<file path="config.mk">
export PLATFORM = sky130hd
export DESIGN_NAME = angle_limited_chain_follow_unit
export DESIGN_NICKNAME = d
export VERILOG_FILES = /design/src/sv/alcf_pkg.sv /design/src/sv/alcf_ctrl.sv /design/src/sv/alcf_datapath.sv /design/src/sv/angle_limited_chain_follow_unit.sv
export SDC_FILE = /design/constraint.sdc
export NUM_CORES = 2
export LEC_CHECK = 0
export BUFFER_PORTS_ARGS = -buffer_cell sky130_fd_sc_hd__buf_2
export CAP_MARGIN = 20
export CORE_MARGIN = 2
export CORE_UTILIZATION = 25
export DETAILED_ROUTE_END_ITERATION = 8
export SLEW_MARGIN = 5
export SYNTH_ARGS = -nofsm -noshare
export SYNTH_HDL_FRONTEND = slang
export SYNTH_SLANG_ARGS = --single-unit
</file>
<file path="constraint.sdc">
create_clock -name clk -period 14.4 [get_ports clk]
set_clock_uncertainty 0.15 [all_clocks]
set_input_delay 0.72 -clock clk [delete_from_list [all_inputs] [get_ports clk]]
set_output_delay 0.72 -clock clk [all_outputs]
set_load 0.02 [all_outputs]
</file>
<file path="src/sv/alcf_pkg.sv">
// Shared types, constants and helper functions for the chain follow unit.
package alcf_pkg;

    localparam int NUM_SEGMENTS = 10;
    localparam int ANGLE_BITS   = 16;
    localparam int CORDIC_STEPS = 24;
    localparam int SEG_W        = $clog2(NUM_SEGMENTS);
    localparam int STEP_W       = $clog2(CORDIC_STEPS);
    localparam int COORD_W      = 21;
    localparam int CW           = 48;

    localparam logic signed [COORD_W-1:0] COORD_MAX = 21'sd1048575;
    localparam logic signed [COORD_W-1:0] COORD_MIN = -21'sd1048576;
    localparam logic [31:0] CORDIC_GAIN_Q32 = 32'd2608131496;

    localparam logic [3:0] REG_SPACING = 4'd0;
    localparam logic [3:0] REG_NECK    = 4'd1;
    localparam logic [3:0] REG_SPINE   = 4'd2;
    localparam logic [3:0] REG_GAIN    = 4'd3;

    typedef enum logic [3:0] {
        ST_IDLE,
        ST_HEAD_MUL,
        ST_HEAD_ADD,
        ST_HEAD_OUT,
        ST_BEAR_INIT,
        ST_BEAR_RUN,
        ST_BEND,
        ST_ROT_MUL,
        ST_ROT_INIT,
        ST_ROT_RUN,
        ST_PLACE,
        ST_SEG_OUT
    } state_t;

    typedef struct packed {
        logic             load_item;
        logic             head_mul;
        logic             head_add;
        logic             bear_init;
        logic             rot_mul;
        logic             rot_init;
        logic             cordic_step;
        logic             do_bend;
        logic             place;
        logic             out_load;
        logic             out_head;
        logic [SEG_W-1:0] seg;
        logic [STEP_W-1:0] step;
    } cmd_t;

    function automatic logic [31:0] cordic_atan(input logic [STEP_W-1:0] i);
        logic [31:0] r;
        begin
            unique case (i)
                5'd0:  r = 32'h20000000;
                5'd1:  r = 32'h12E4051E;
                5'd2:  r = 32'h09FB385B;
                5'd3:  r = 32'h051111D4;
                5'd4:  r = 32'h028B0D43;
                5'd5:  r = 32'h0145D7E1;
                5'd6:  r = 32'h00A2F61E;
                5'd7:  r = 32'h00517C55;
                5'd8:  r = 32'h0028BE53;
                5'd9:  r = 32'h00145F2F;
                5'd10: r = 32'h000A2F98;
                5'd11: r = 32'h000517CC;
                5'd12: r = 32'h00028BE6;
                5'd13: r = 32'h000145F3;
                5'd14: r = 32'h0000A2F9;
                5'd15: r = 32'h0000517D;
                5'd16: r = 32'h000028BE;
                5'd17: r = 32'h0000145F;
                5'd18: r = 32'h00000A30;
                5'd19: r = 32'h00000518;
                5'd20: r = 32'h0000028C;
                5'd21: r = 32'h00000146;
                5'd22: r = 32'h000000A3;
                5'd23: r = 32'h00000051;
                default: r = 32'h0;
            endcase
            return r;
        end
    endfunction

    function automatic logic signed [COORD_W-1:0] sat_coord(input logic signed [CW-1:0] v);
        logic signed [COORD_W-1:0] r;
        begin
            if (v > CW'(COORD_MAX))
                r = COORD_MAX;
            else if (v < CW'(COORD_MIN))
                r = COORD_MIN;
            else
                r = v[COORD_W-1:0];
            return r;
        end
    endfunction

endpackage

</file>
<file path="src/sv/alcf_ctrl.sv">
// Controller state machine sequencing head update and per-segment CORDIC work.
module alcf_ctrl (
    input  logic             clk,
    input  logic             rst_n,
    input  logic             valid,
    output logic             ready,
    input  logic             point_valid,
    input  logic             point_ready,
    input  logic             jump_flag,
    output alcf_pkg::cmd_t   cmd
);

    alcf_pkg::state_t state_reg, state_next;
    logic [alcf_pkg::SEG_W-1:0]  seg_reg, seg_next;
    logic [alcf_pkg::STEP_W-1:0] step_reg, step_next;
    logic out_free;

    assign out_free = !point_valid || point_ready;

    always_ff @(posedge clk or negedge rst_n)
    begin
        if (!rst_n)
        begin
            state_reg <= alcf_pkg::ST_IDLE;
            seg_reg   <= '0;
            step_reg  <= '0;
        end
        else
        begin
            state_reg <= state_next;
            seg_reg   <= seg_next;
            step_reg  <= step_next;
        end
    end

    always_comb
    begin
        state_next = state_reg;
        seg_next   = seg_reg;
        step_next  = step_reg;
        cmd        = '0;
        cmd.seg    = seg_reg;
        cmd.step   = step_reg;
        ready      = 1'b0;
        unique case (state_reg)
            alcf_pkg::ST_IDLE:
            begin
                ready = 1'b1;
                if (valid)
                begin
                    cmd.load_item = 1'b1;
                    seg_next      = '0;
                    state_next    = alcf_pkg::ST_HEAD_MUL;
                end
            end
            alcf_pkg::ST_HEAD_MUL:
            begin
                cmd.head_mul = 1'b1;
                state_next   = alcf_pkg::ST_HEAD_ADD;
            end
            alcf_pkg::ST_HEAD_ADD:
            begin
                cmd.head_add = 1'b1;
                state_next   = alcf_pkg::ST_HEAD_OUT;
            end
            alcf_pkg::ST_HEAD_OUT:
            begin
                if (out_free)
                begin
                    cmd.out_load = 1'b1;
                    cmd.out_head = 1'b1;
                    state_next   = alcf_pkg::ST_BEAR_INIT;
                end
            end
            alcf_pkg::ST_BEAR_INIT:
            begin
                cmd.bear_init = 1'b1;
                step_next     = '0;
                state_next    = alcf_pkg::ST_BEAR_RUN;
            end
            alcf_pkg::ST_BEAR_RUN:
            begin
                cmd.cordic_step = 1'b1;
                step_next       = step_reg + 1'b1;
                if (step_reg == alcf_pkg::STEP_W'(alcf_pkg::CORDIC_STEPS - 1))
                    state_next = alcf_pkg::ST_BEND;
            end
            alcf_pkg::ST_BEND:
            begin
                cmd.do_bend = 1'b1;
                state_next  = alcf_pkg::ST_ROT_MUL;
            end
            alcf_pkg::ST_ROT_MUL:
            begin
                cmd.rot_mul = 1'b1;
                state_next  = alcf_pkg::ST_ROT_INIT;
            end
            alcf_pkg::ST_ROT_INIT:
            begin
                cmd.rot_init = 1'b1;
                step_next    = '0;
                state_next   = alcf_pkg::ST_ROT_RUN;
            end
            alcf_pkg::ST_ROT_RUN:
            begin
                cmd.cordic_step = 1'b1;
                step_next       = step_reg + 1'b1;
                if (step_reg == alcf_pkg::STEP_W'(alcf_pkg::CORDIC_STEPS - 1))
                    state_next = alcf_pkg::ST_PLACE;
            end
            alcf_pkg::ST_PLACE:
            begin
                cmd.place  = 1'b1;
                state_next = alcf_pkg::ST_SEG_OUT;
            end
            alcf_pkg::ST_SEG_OUT:
            begin
                if (out_free)
                begin
                    cmd.out_load = 1'b1;
                    seg_next     = seg_reg + 1'b1;
                    if (seg_reg == alcf_pkg::SEG_W'(alcf_pkg::NUM_SEGMENTS - 1))
                        state_next = alcf_pkg::ST_IDLE;
                    else
                        state_next = alcf_pkg::ST_BEAR_INIT;
                end
            end
            default:
                state_next = alcf_pkg::ST_IDLE;
        endcase
        if (state_reg == alcf_pkg::ST_HEAD_MUL && jump_flag)
        begin
            cmd.head_mul = 1'b0;
            state_next   = alcf_pkg::ST_HEAD_OUT;
        end
    end

endmodule

</file>
<file path="src/sv/alcf_datapath.sv">
// Datapath: head smoothing, shared CORDIC, bend clamp, chain storage and output register.
module alcf_datapath (
    input  logic                clk,
    input  logic                rst_n,
    input  alcf_pkg::cmd_t      cmd,
    input  logic                cfg_we,
    input  logic [3:0]          cfg_index,
    input  logic [14:0]         cfg_data,
    input  logic signed [20:0]  target_x,
    input  logic signed [20:0]  target_y,
    input  logic [15:0]         heading,
    input  logic                jump,
    output logic                jump_flag,
    output logic [3:0]          point_index,
    output logic signed [20:0]  point_x,
    output logic signed [20:0]  point_y,
    output logic [15:0]         point_direction,
    output logic                last,
    output logic                point_valid,
    input  logic                point_ready
);

    localparam int CW = alcf_pkg::CW;
    localparam int AB = alcf_pkg::ANGLE_BITS;
    localparam int N  = alcf_pkg::NUM_SEGMENTS;
    localparam int SW = alcf_pkg::SEG_W;

    logic [7:0]  spacing_reg;
    logic [14:0] neck_lim_reg, spine_lim_reg;
    logic [8:0]  gain_reg;

    logic signed [20:0] tx_reg, ty_reg, hx_reg, hy_reg;
    logic [AB-1:0]      heading_reg;
    logic               jump_reg;
    logic signed [CW-1:0] mx_reg, my_reg;

    logic signed [20:0] cx_reg [N];
    logic signed [20:0] cy_reg [N];
    logic signed [20:0] px_reg, py_reg;
    logic [AB-1:0]      pdir_reg, dir_reg;
    logic [14:0]        lim_reg;

    logic signed [CW-1:0] x_reg, y_reg;
    logic [31:0]          z_reg;
    logic                 rot_mode_reg, flip_reg, zero_reg;
    logic [55:0]          scale_reg;

    logic signed [CW-1:0] x_sh, y_sh, x_nx, y_nx;
    logic [31:0]          z_nx, turn;
    logic                 go_pos;

    logic signed [CW-1:0] dxw, dyw;
    logic [31:0]          zr;
    logic signed [32:0]   zs;
    logic [AB-1:0]        bearing_w, dir_w, diff_w;
    logic signed [AB:0]   d_w;
    logic signed [CW-1:0] ox_w, oy_w, ox_f, oy_f;

    assign jump_flag = jump_reg;

    always_ff @(posedge clk or negedge rst_n)
    begin
        if (!rst_n)
        begin
            spacing_reg   <= 8'd35;
            neck_lim_reg  <= 15'd3095;
            spine_lim_reg <= 15'd5643;
            gain_reg      <= 9'd51;
        end
        else if (cfg_we)
        begin
            unique case (cfg_index)
                alcf_pkg::REG_SPACING: spacing_reg   <= cfg_data[7:0];
                alcf_pkg::REG_NECK:    neck_lim_reg  <= cfg_data;
                alcf_pkg::REG_SPINE:   spine_lim_reg <= cfg_data;
                alcf_pkg::REG_GAIN:    gain_reg      <= cfg_data[8:0];
                default: ;
            endcase
        end
    end

    always_comb
    begin
        turn   = alcf_pkg::cordic_atan(cmd.step);
        x_sh   = x_reg >>> cmd.step;
        y_sh   = y_reg >>> cmd.step;
        go_pos = rot_mode_reg ? !z_reg[31] : (y_reg > 0);
        if (rot_mode_reg ? go_pos : !go_pos)
        begin
            x_nx = x_reg - y_sh;
            y_nx = y_reg + x_sh;
        end
        else
        begin
            x_nx = x_reg + y_sh;
            y_nx = y_reg - x_sh;
        end
        z_nx = (rot_mode_reg ? !go_pos : go_pos) ? z_reg + turn : z_reg - turn;

        dxw = (CW'(px_reg) - CW'(cx_reg[cmd.seg])) <<< 8;
        dyw = (CW'(py_reg) - CW'(cy_reg[cmd.seg])) <<< 8;

        zr        = z_reg + (32'd1 << (31 - AB));
        bearing_w = zero_reg ? '0 : zr[31 -: AB];
        diff_w    = bearing_w - pdir_reg;
        d_w       = (diff_w > (AB'(1) << (AB - 1))) ? {1'b1, diff_w} : {1'b0, diff_w};
        if (d_w > $signed({2'b00, lim_reg}))
            d_w = $signed({2'b00, lim_reg});
        else if (d_w < -$signed({2'b00, lim_reg}))
            d_w = -$signed({2'b00, lim_reg});
        dir_w = pdir_reg + d_w[AB-1:0];

        zs = {1'b0, dir_reg, {(32 - AB){1'b0}}};
        if (zs[31])
            zs = zs - 33'sh100000000;

        ox_w = (x_reg + CW'(32768)) >>> 16;
        oy_w = (y_reg + CW'(32768)) >>> 16;
        ox_f = flip_reg ? -ox_w : ox_w;
        oy_f = flip_reg ? -oy_w : oy_w;
    end

    always_ff @(posedge clk)
    begin
        if (cmd.load_item)
        begin
            tx_reg      <= target_x;
            ty_reg      <= target_y;
            heading_reg <= heading[AB-1:0];
            jump_reg    <= jump;
        end
        if (cmd.head_mul)
        begin
            mx_reg <= (CW'(tx_reg) - CW'(hx_reg)) * $signed({1'b0, gain_reg}) + CW'(128);
            my_reg <= (CW'(ty_reg) - CW'(hy_reg)) * $signed({1'b0, gain_reg}) + CW'(128);
        end
        if (cmd.out_load && cmd.out_head)
        begin
            px_reg   <= hx_reg;
            py_reg   <= hy_reg;
            pdir_reg <= heading_reg;
            lim_reg  <= neck_lim_reg;
        end
        if (cmd.bear_init)
        begin
            rot_mode_reg <= 1'b0;
            zero_reg     <= (dxw == 0) && (dyw == 0);
            if (dxw < 0)
            begin
                x_reg <= -dxw;
                y_reg <= -dyw;
                z_reg <= 32'h80000000;
            end
            else
            begin
                x_reg <= dxw;
                y_reg <= dyw;
                z_reg <= 32'h0;
            end
        end
        if (cmd.cordic_step)
        begin
            x_reg <= x_nx;
            y_reg <= y_nx;
            z_reg <= z_nx;
        end
        if (cmd.do_bend)
            dir_reg <= dir_w;
        if (cmd.rot_mul)
            scale_reg <= 56'({spacing_reg, 8'd0}) * 56'(alcf_pkg::CORDIC_GAIN_Q32);
        if (cmd.rot_init)
        begin
            rot_mode_reg <= 1'b1;
            x_reg        <= CW'(scale_reg >> 16);
            y_reg        <= '0;
            if (zs > 33'sd1073741824 || zs < -33'sd1073741824)
            begin
                flip_reg <= 1'b1;
                z_reg    <= zs[31:0] + 32'h80000000;
            end
            else
            begin
                flip_reg <= 1'b0;
                z_reg    <= zs[31:0];
            end
        end
        if (cmd.out_load && !cmd.out_head)
        begin
            px_reg   <= cx_reg[cmd.seg];
            py_reg   <= cy_reg[cmd.seg];
            pdir_reg <= dir_reg;
            lim_reg  <= spine_lim_reg;
        end
        if (cmd.out_load)
        begin
            if (cmd.out_head)
            begin
                point_index     <= '0;
                point_x         <= hx_reg;
                point_y         <= hy_reg;
                point_direction <= 16'(heading_reg);
                last            <= 1'b0;
            end
            else
            begin
                point_index     <= 4'(cmd.seg) + 4'd1;
                point_x         <= cx_reg[cmd.seg];
                point_y         <= cy_reg[cmd.seg];
                point_direction <= 16'(dir_reg);
                last            <= (cmd.seg == SW'(N - 1));
            end
        end
    end

    always_ff @(posedge clk or negedge rst_n)
    begin
        if (!rst_n)
        begin
            hx_reg <= 21'sd7168;
            hy_reg <= 21'sd7168;
            for (int i = 0; i < N; i++)
            begin
                cx_reg[i] <= '0;
                cy_reg[i] <= '0;
            end
        end
        else
        begin
            if (cmd.head_add)
            begin
                hx_reg <= alcf_pkg::sat_coord(CW'(hx_reg) + (mx_reg >>> 8));
                hy_reg <= alcf_pkg::sat_coord(CW'(hy_reg) + (my_reg >>> 8));
            end
            else if (cmd.load_item && jump)
            begin
                hx_reg <= target_x;
                hy_reg <= target_y;
            end
            if (cmd.place)
            begin
                cx_reg[cmd.seg] <= alcf_pkg::sat_coord(CW'(px_reg) - ox_f);
                cy_reg[cmd.seg] <= alcf_pkg::sat_coord(CW'(py_reg) - oy_f);
            end
        end
    end

    always_ff @(posedge clk or negedge rst_n)
    begin
        if (!rst_n)
            point_valid <= 1'b0;
        else if (cmd.out_load)
            point_valid <= 1'b1;
        else if (point_ready)
            point_valid <= 1'b0;
    end

endmodule

</file>
<file path="src/sv/angle_limited_chain_follow_unit.sv">
// Top level of the angle-limited chain follow unit.
// The head point comes first, after the head multiply and add states (with jump set, the add state is skipped).
// Each segment runs bearing CORDIC init and iterations, bend clamp, rotation scale, rotation CORDIC, place, output.
// One item at a time: ready is high only in idle, after the last point is output; output stalls hold the sequence.
// Reset: configuration returns to defaults, head to 28 pixels, chain to zero.
module angle_limited_chain_follow_unit (
    input  logic               clk,
    input  logic               rst_n,
    input  logic               valid,
    output logic               ready,
    input  logic signed [20:0] target_x,
    input  logic signed [20:0] target_y,
    input  logic [15:0]        heading,
    input  logic               jump,
    output logic               point_valid,
    input  logic               point_ready,
    output logic [3:0]         point_index,
    output logic signed [20:0] point_x,
    output logic signed [20:0] point_y,
    output logic [15:0]        point_direction,
    output logic               last,
    input  logic               cfg_we,
    input  logic [3:0]         cfg_index,
    input  logic [14:0]        cfg_data
);

    alcf_pkg::cmd_t cmd;
    logic           jump_flag;

    alcf_ctrl u_ctrl (
        .clk         (clk),
        .rst_n       (rst_n),
        .valid       (valid),
        .ready       (ready),
        .point_valid (point_valid),
        .point_ready (point_ready),
        .jump_flag   (jump_flag),
        .cmd         (cmd)
    );

    alcf_datapath u_datapath (
        .clk             (clk),
        .rst_n           (rst_n),
        .cmd             (cmd),
        .cfg_we          (cfg_we),
        .cfg_index       (cfg_index),
        .cfg_data        (cfg_data),
        .target_x        (target_x),
        .target_y        (target_y),
        .heading         (heading),
        .jump            (jump),
        .jump_flag       (jump_flag),
        .point_index     (point_index),
        .point_x         (point_x),
        .point_y         (point_y),
        .point_direction (point_direction),
        .last            (last),
        .point_valid     (point_valid),
        .point_ready     (point_ready)
    );

endmodule

</file>
# [After elaboration in Yosys (flattened, before gate mapping)]
# Memories as Yosys holds them, arrays and structs flattened.
# Cells that the tools add are included.
[totals] ff_bits=998 input_bits=83 rom_bits=960 out_inout_bits=65 n_memories=1
[mem_list] memory="(no name shown)" words=32 word_bits=30 read_ports=1 rd_ports_with_merged_regs=0 wr=0 line_no="alcf_pkg.sv:55" source="unique case (i)"
[classes] n_addsub=30 n_mux=91 reduce_logical=31 magnitude_cmp=17 multipliers=3 eq_ne=23 n_shift=2 bitwise_logic=1
[op_table] op="21-bit two-way mux" count=25
[op_table] op="48-bit two-way mux" count=10
[op_table] op="210-bit bitwise mux" count=2
[op_table] op="32-bit two-way mux" count=7
[op_table] op="48-bit by 21-bit > comparator with 1-bit output (second input constant)" count=4
[op_table] op="48-bit by 21-bit < comparator with 1-bit output (second input constant)" count=4
[op_table] op="21-bit binary-select mux with 4-bit select" count=2
[op_table] op="48-bit by 17-bit adder with 48-bit output (second input constant)" count=2
[op_table] op="48-bit adder" count=2
[op_table] op="48-bit by 9-bit adder with 48-bit output (second input constant)" count=2
[op_table] op="48-bit logical NOT" count=2
[op_table] op="48-bit by 10-bit multiplier with 48-bit output" count=2
[op_table] op="16-bit two-way mux" count=6
[op_table] op="32-bit negation with 48-bit output" count=2
[op_table] op="48-bit negation" count=2
[op_table] op="48-bit by 5-bit >>> shifter with 48-bit output" count=2
[op_table] op="21-bit by 48-bit subtractor with 48-bit output" count=2
[op_table] op="48-bit subtractor" count=2
[op_table] op="21-bit by 21-bit subtractor with 22-bit output" count=4
[op_table] op="21-bit demux with 4-bit select" count=1
[op_table] op="21-bit by 40-bit adder with 41-bit output" count=2
[op_table] op="48-bit by 1-bit > comparator with 1-bit output (second input constant)" count=1
[op_table] op="48-bit by 1-bit < comparator with 1-bit output (second input constant)" count=1
[op_table] op="4-bit one-hot mux with 12 select lines" count=1
[op_table] op="48 further kinds" count=108

# [Depth between registers and ports, before layout]
[depth] ltp_word=10 depth_mapped=41 ltp_nobuf=40

# [By module]
# Synthesis repeated with hierarchy kept, for this count alone.
[hier_totals] hier_cells=10015 hier_area_um2=92334.8
[modules_own_cells] module="alcf_datapath" area_each_um2=91482.7 instances=1 cells_each=9920
[modules_own_cells] module="alcf_ctrl" area_each_um2=852.1 instances=1 cells_each=95

# [Worst setup path after synthesis]
# No wires, ideal clock.
[synth_timing] kind="register to register" startpoint="register u_datapath.hx_reg[0]" endpoint="register u_datapath.mx_reg[34], data pin" setup_slack_ns=5.281 required_time_ns=13.985 n_path_buf=1 arrival_time_ns=8.704 synth_period_minus_slack_ns=9.119 setup_time_ns=0.265 path_stages_with_launch=36 cell_sequence="dfrtp_1 -> ha_1 -> inv_1 -> fa_1 -> a21o_1 -> a21oi_1 -> o21ai_0 -> a21oi_1 -> o21bai_1 -> a21oi_1 -> o311a_1 -> a211oi_1 -> or3_1 -> a31o_2 -> a21oi_1 -> xnor2_1 -> nand2_1 -> fa_1 -> inv_1 -> fa_1 -> fa_1 -> fa_1 -> inv_1 -> fa_1 -> inv_1 -> ha_1 -> o2111ai_1 -> a21oi_1 -> a221oi_1 -> a221oi_1 -> a311oi_1 -> o21ai_0 -> or2_2 -> a31oi_1 -> clkbuf_1 -> xnor2_1"
[synth_between] elab_chain_cells=3
[synth_lines] item="start: declaration" line_no="alcf_datapath.sv:32" source="logic signed [20:0] tx_reg, ty_reg, hx_reg, hy_reg;"
[synth_lines] item="start signal: assignment" line_no="alcf_datapath.sv:231" source="hx_reg <= alcf_pkg::sat_coord(CW'(hx_reg) + (mx_reg >>> 8));"
[synth_lines] item="start signal: assignment" line_no="alcf_datapath.sv:236" source="hx_reg <= target_x;"
[synth_lines] item="21-bit by 21-bit subtractor with 22-bit output" line_no="alcf_datapath.sv:134" source="mx_reg <= (CW'(tx_reg) - CW'(hx_reg)) * $signed({1'b0, gain_reg}) + CW'(128);"
[synth_lines] item="48-bit by 10-bit multiplier with 48-bit output" line_no="alcf_datapath.sv:134"
[synth_lines] item="48-bit by 9-bit adder with 48-bit output" line_no="alcf_datapath.sv:134"
[synth_lines] item="end signal: assignment" line_no="alcf_datapath.sv:134"
[synth_lines] item="end: declaration" line_no="alcf_datapath.sv:35" source="logic signed [CW-1:0] mx_reg, my_reg;"
# No other way between the ends.
# A chain may end at the register's enable or synchronous reset.

# [Worst setup path in the final report]
[layout_timing] startpoint="register u_datapath.hx_reg[1]" endpoint="register u_datapath.mx_reg[34], data pin"
# Same word-level chain as after synthesis.

==> results by group <==
Critical path
  – Data arrival time at the worst-slack endpoint: 10.94 ns
  – CP max stage delay: 0.59 ns
  – Critical path type: flop to flop
  – Most repeated library cell on the critical path: sky130_fd_sc_hd__fa_1
  – Critical path's slowest cell: sky130_fd_sc_hd__xor2_1
  – Critical path endpoint category: flop
  – Highest fanout seen on the critical path: 9
  – CP Data Required Time: between 10 and 15 ns
  – Reg-to-reg slack, setup: 3.80 ns
  – Worst Setup Start Kind: flop

Layout
  – NumNets Final: 11692
  – Ratio of cells with drive above 1 in the final layout: 0.0930
  – Post-route non-filler standard cell count: 15576
  – Layout area overhead: 10.7%

GRT
  – Vias in the first global route: roughly 76000
  – Sum of overflow across all layers after global routing: 0
  – Maximum number of pins on one net before global-route repair: 139
  – All-Layer GR Usage: 0.155
  – Antenna violations before repair: 23
  – Wire length of the first global-routing pass: about 470 mm

Placement
  – Number of placed instances with taps included: 15303
  – Placement Setup Slack: 3.69 ns
  – Weighted congestion reported at the end of routability-driven placement: approximately 1
  – Detailed placer's ending HPWL: 230 mm
  – Number of port buffers: 147

CTS
  – CTS buffer count: 108
  – Clock-pin slew on the worst setup and hold paths: ~0.06 ns
  – Count of clock tree sinks: 977
  – Number of setup buffers added after CTS: 0
  – Buffer levels on the longest clock path: 3
  – Clock tree from TritonCTS: built
  – Clock root buffer: sky130_fd_sc_hd__clkbuf_16
  – H-tree levels: 3
  – Clock Latency Late Sink: 0.79 ns

STA
  – Post-route clock period utilization: 0.736
  – Count of final hold-check violations: 0
  – Actual slew at the worst max-slew pin: approximately 1.2 ns
  – Setup violators final: 0
  – Max-Slew Margin vs Limit: 0.184
  – Number of slew-limit violations in the final report: 0
  – Fmax: ~0.094 GHz
  – Shortest period the worst path allows: roughly 11 ns
  – Unrepaired setup endpoints after global routing: false
  – Final TNS setup: 0 ns
  – Worst setup slack after layout: 3.80 ns

Logic synthesis
  – Register bit total from synthesis: between 900 and 1000
  – Number of distinct library cell variants in the gate-level netlist after synthesis: 114
  – Total number of yosys warnings: 0
  – Cell count after synthesis: 10580
  – Post-Syn Area per Cell: approximately 8.9 sq um
  – Mapped cell area: 94700 sq um
  – Portion of the post-synthesis area used by sequential elements: 0.277
  – Ys async rst share: 0.535
  – Ys flop type: sky130_fd_sc_hd__dfrtp_1
  – Total nets after synthesis: between 10000 and 15000
  – Count of flip-flops with a built-in enable after synthesis: 397

Die
  – Number of rows in the core area: 225
  – Ports placed on the boundary: 148
  – Floorplan die area: around 380000 sq um
  – Overall die width: between 600 and 700 um
  – Initial Utilization: 0.252
  – Height of the chip: between 600 and 700 um
  – Floorplan core area: 376000 sq um

Detailed routing
  – Total via count in the routed design: 79018
  – Number of DRC violations after detailed-routing iteration 0: 6452
  – Vias per std cell: 5.07
  – Wire length after detailed routing: 305 mm
  – Antenna-violating nets left: 0
  – Pre-Repair DR Iteration Count: 8
  – DRC viols: 0
  – WL/cell: 19.6 um

Min path
  – Path class of the lowest-slack min-delay path: primary input to flop

Flow run
  – Maxcap violations: 0

Outcome
  – Result of the run: completed
==> synth_stat cells (22+ instances only) <==
master                     number  area (sq um)
sky130_fd_sc_hd__a211o_1       24           210
sky130_fd_sc_hd__a211oi_1      69           518
sky130_fd_sc_hd__a21boi_0      22           165
sky130_fd_sc_hd__a21o_1       236          1770
sky130_fd_sc_hd__a21oi_1      741          3710
sky130_fd_sc_hd__a221oi_1      51           447
sky130_fd_sc_hd__a22o_1       190          1660
sky130_fd_sc_hd__a31oi_1      104           651
sky130_fd_sc_hd__a32oi_1       38           333
sky130_fd_sc_hd__and2_1       258          1610
sky130_fd_sc_hd__and3_1        93           582
sky130_fd_sc_hd__and4_1        27           236
sky130_fd_sc_hd__buf_1         57           214
sky130_fd_sc_hd__buf_2         60           300
sky130_fd_sc_hd__clkbuf_1     415          1560
sky130_fd_sc_hd__dfrtp_1      498         12500
sky130_fd_sc_hd__dfstp_2       25           657
sky130_fd_sc_hd__dfxtp_1       57          1140
sky130_fd_sc_hd__edfxtp_1     397         11900
sky130_fd_sc_hd__fa_1         420          8410
sky130_fd_sc_hd__ha_1         729          9120
sky130_fd_sc_hd__inv_1        759          2850
sky130_fd_sc_hd__mux2_2       138          1550
sky130_fd_sc_hd__mux2i_1      113          1130
sky130_fd_sc_hd__mux4_2       185          4170
sky130_fd_sc_hd__nand2_1     1313          4930
sky130_fd_sc_hd__nand2b_1     106           663
sky130_fd_sc_hd__nand3_1      174           871
sky130_fd_sc_hd__nand4_1       83           519
sky130_fd_sc_hd__nor2_1       702          2640
sky130_fd_sc_hd__nor2b_1      103           644
sky130_fd_sc_hd__nor3_1       177           886
sky130_fd_sc_hd__nor4_1        44           275
sky130_fd_sc_hd__o211ai_1      56           420
sky130_fd_sc_hd__o21a_1        97           728
sky130_fd_sc_hd__o21ai_0      595          2980
sky130_fd_sc_hd__o21ai_1      105           526
sky130_fd_sc_hd__o21bai_1      54           405
sky130_fd_sc_hd__o22ai_1       27           169
sky130_fd_sc_hd__o31ai_1       50           375
sky130_fd_sc_hd__or2_2         40           250
sky130_fd_sc_hd__or3_1         70           438
sky130_fd_sc_hd__xnor2_1      444          3890
sky130_fd_sc_hd__xor2_1       237          2080
==> placed cells by master, fill, tap and decap left out, drive strengths merged, types with 57 or more instances in the layout <==
cell type,instances
nand4,83
a22o,190
mux4,185
ha,729
a211oi,70
xor2,237
a31oi,106
fa,420
nor2,704
and2,259
nand3,175
dfrtp,498
nand2,1332
xnor2,444
a21oi,762
a21o,236
nand2b,106
o21a,97
mux2i,113
inv,772
or3,71
dfxtp,57
o21ai,702
buf,276
edfxtp,397
nor2b,103
nor3,180
and3,93
mux2,138
clkbuf,143
==> path summary, 6_finish.rpt <==
kind,startpoint,to,cells past startpoint
max in group asynchronous,rst_n,u_ctrl.step_reg[0],4
min in group asynchronous,rst_n,u_datapath.cy_reg[177],2
setup / recovery,u_datapath.hx_reg[1],u_datapath.mx_reg[34],35
hold reg to reg,u_datapath.cy_reg[83],u_datapath.cy_reg[83],2
setup reg to reg,u_datapath.hx_reg[1],u_datapath.mx_reg[34],35
hold / removal,target_y[6],u_datapath.ty_reg[6],1
==> layout make-up <==
type,count,area [sq um]
inverter,765,2880
multi-input combinational,8294,63600
clock buffer,143,3010
timing repair buffer,314,2120
tap,4994,6250
sequential,977,26200
fill,39974,272000
antenna,29,72.6
clock inverter,60,686
==> kinds of logic after synthesis <==
family,after synthesis,share of synthesized area
AOI/OAI and AO/OA,2729,0.186
xor gates and xnor gates,683,0.0635
adders and majority gates,1149,0.185
buffers and inverters,1309,0.0534
DFF,977,0.277
muxes,436,0.0724
and+or+nand+nor,3297,0.163
==> metal layers <==
| layer | routed length [um] | track usage |
|---|---|---|
| met1 | 129000 | 0.198 |
| met2 | 143000 | 0.256 |
| met3 | 18200 | 0.0223 |
| met4 | 15600 | 0.0783 |
| met5 | 0 | 0 |
==> repair_timing <==
item | 4_1_cts | 5_1_grt
hold endpoints to repair | 145 | 0
hold buffers | 38 | 0
resized for setup | 0 | 0
==> worst max-delay path, delay by kind of cell (launching register included) <==
kind | cells | cell delay, ns
AOI/OAI and AO/OA | 13 | 3.87
adders and majority gates | 7 | 3.09
and+or+nand+nor | 8 | 1.61
xor gates and xnor gates | 2 | 0.66
buffers and inverters | 5 | 0.56
DFF | 1 | 0.41
==> through the flow <==
stage / hold slack (ns) / util / cell area [sq um]
2_1_floorplan: 0.274 / - / 94700
3_3_place_gp: 0.307 / 0.267 / 101000
3_5_place_dp: 0.315 / 0.267 / 101000
4_1_cts: 0.00338 / 0.278 / 105000
5_1_grt: 0.0278 / 0.278 / 105000
6_report: 0.0507 / 0.278 / 105000
Power is left out: the tool's default activity adds up to more than one toggle a clock period on the data nets, which glitch-free logic cannot reach.
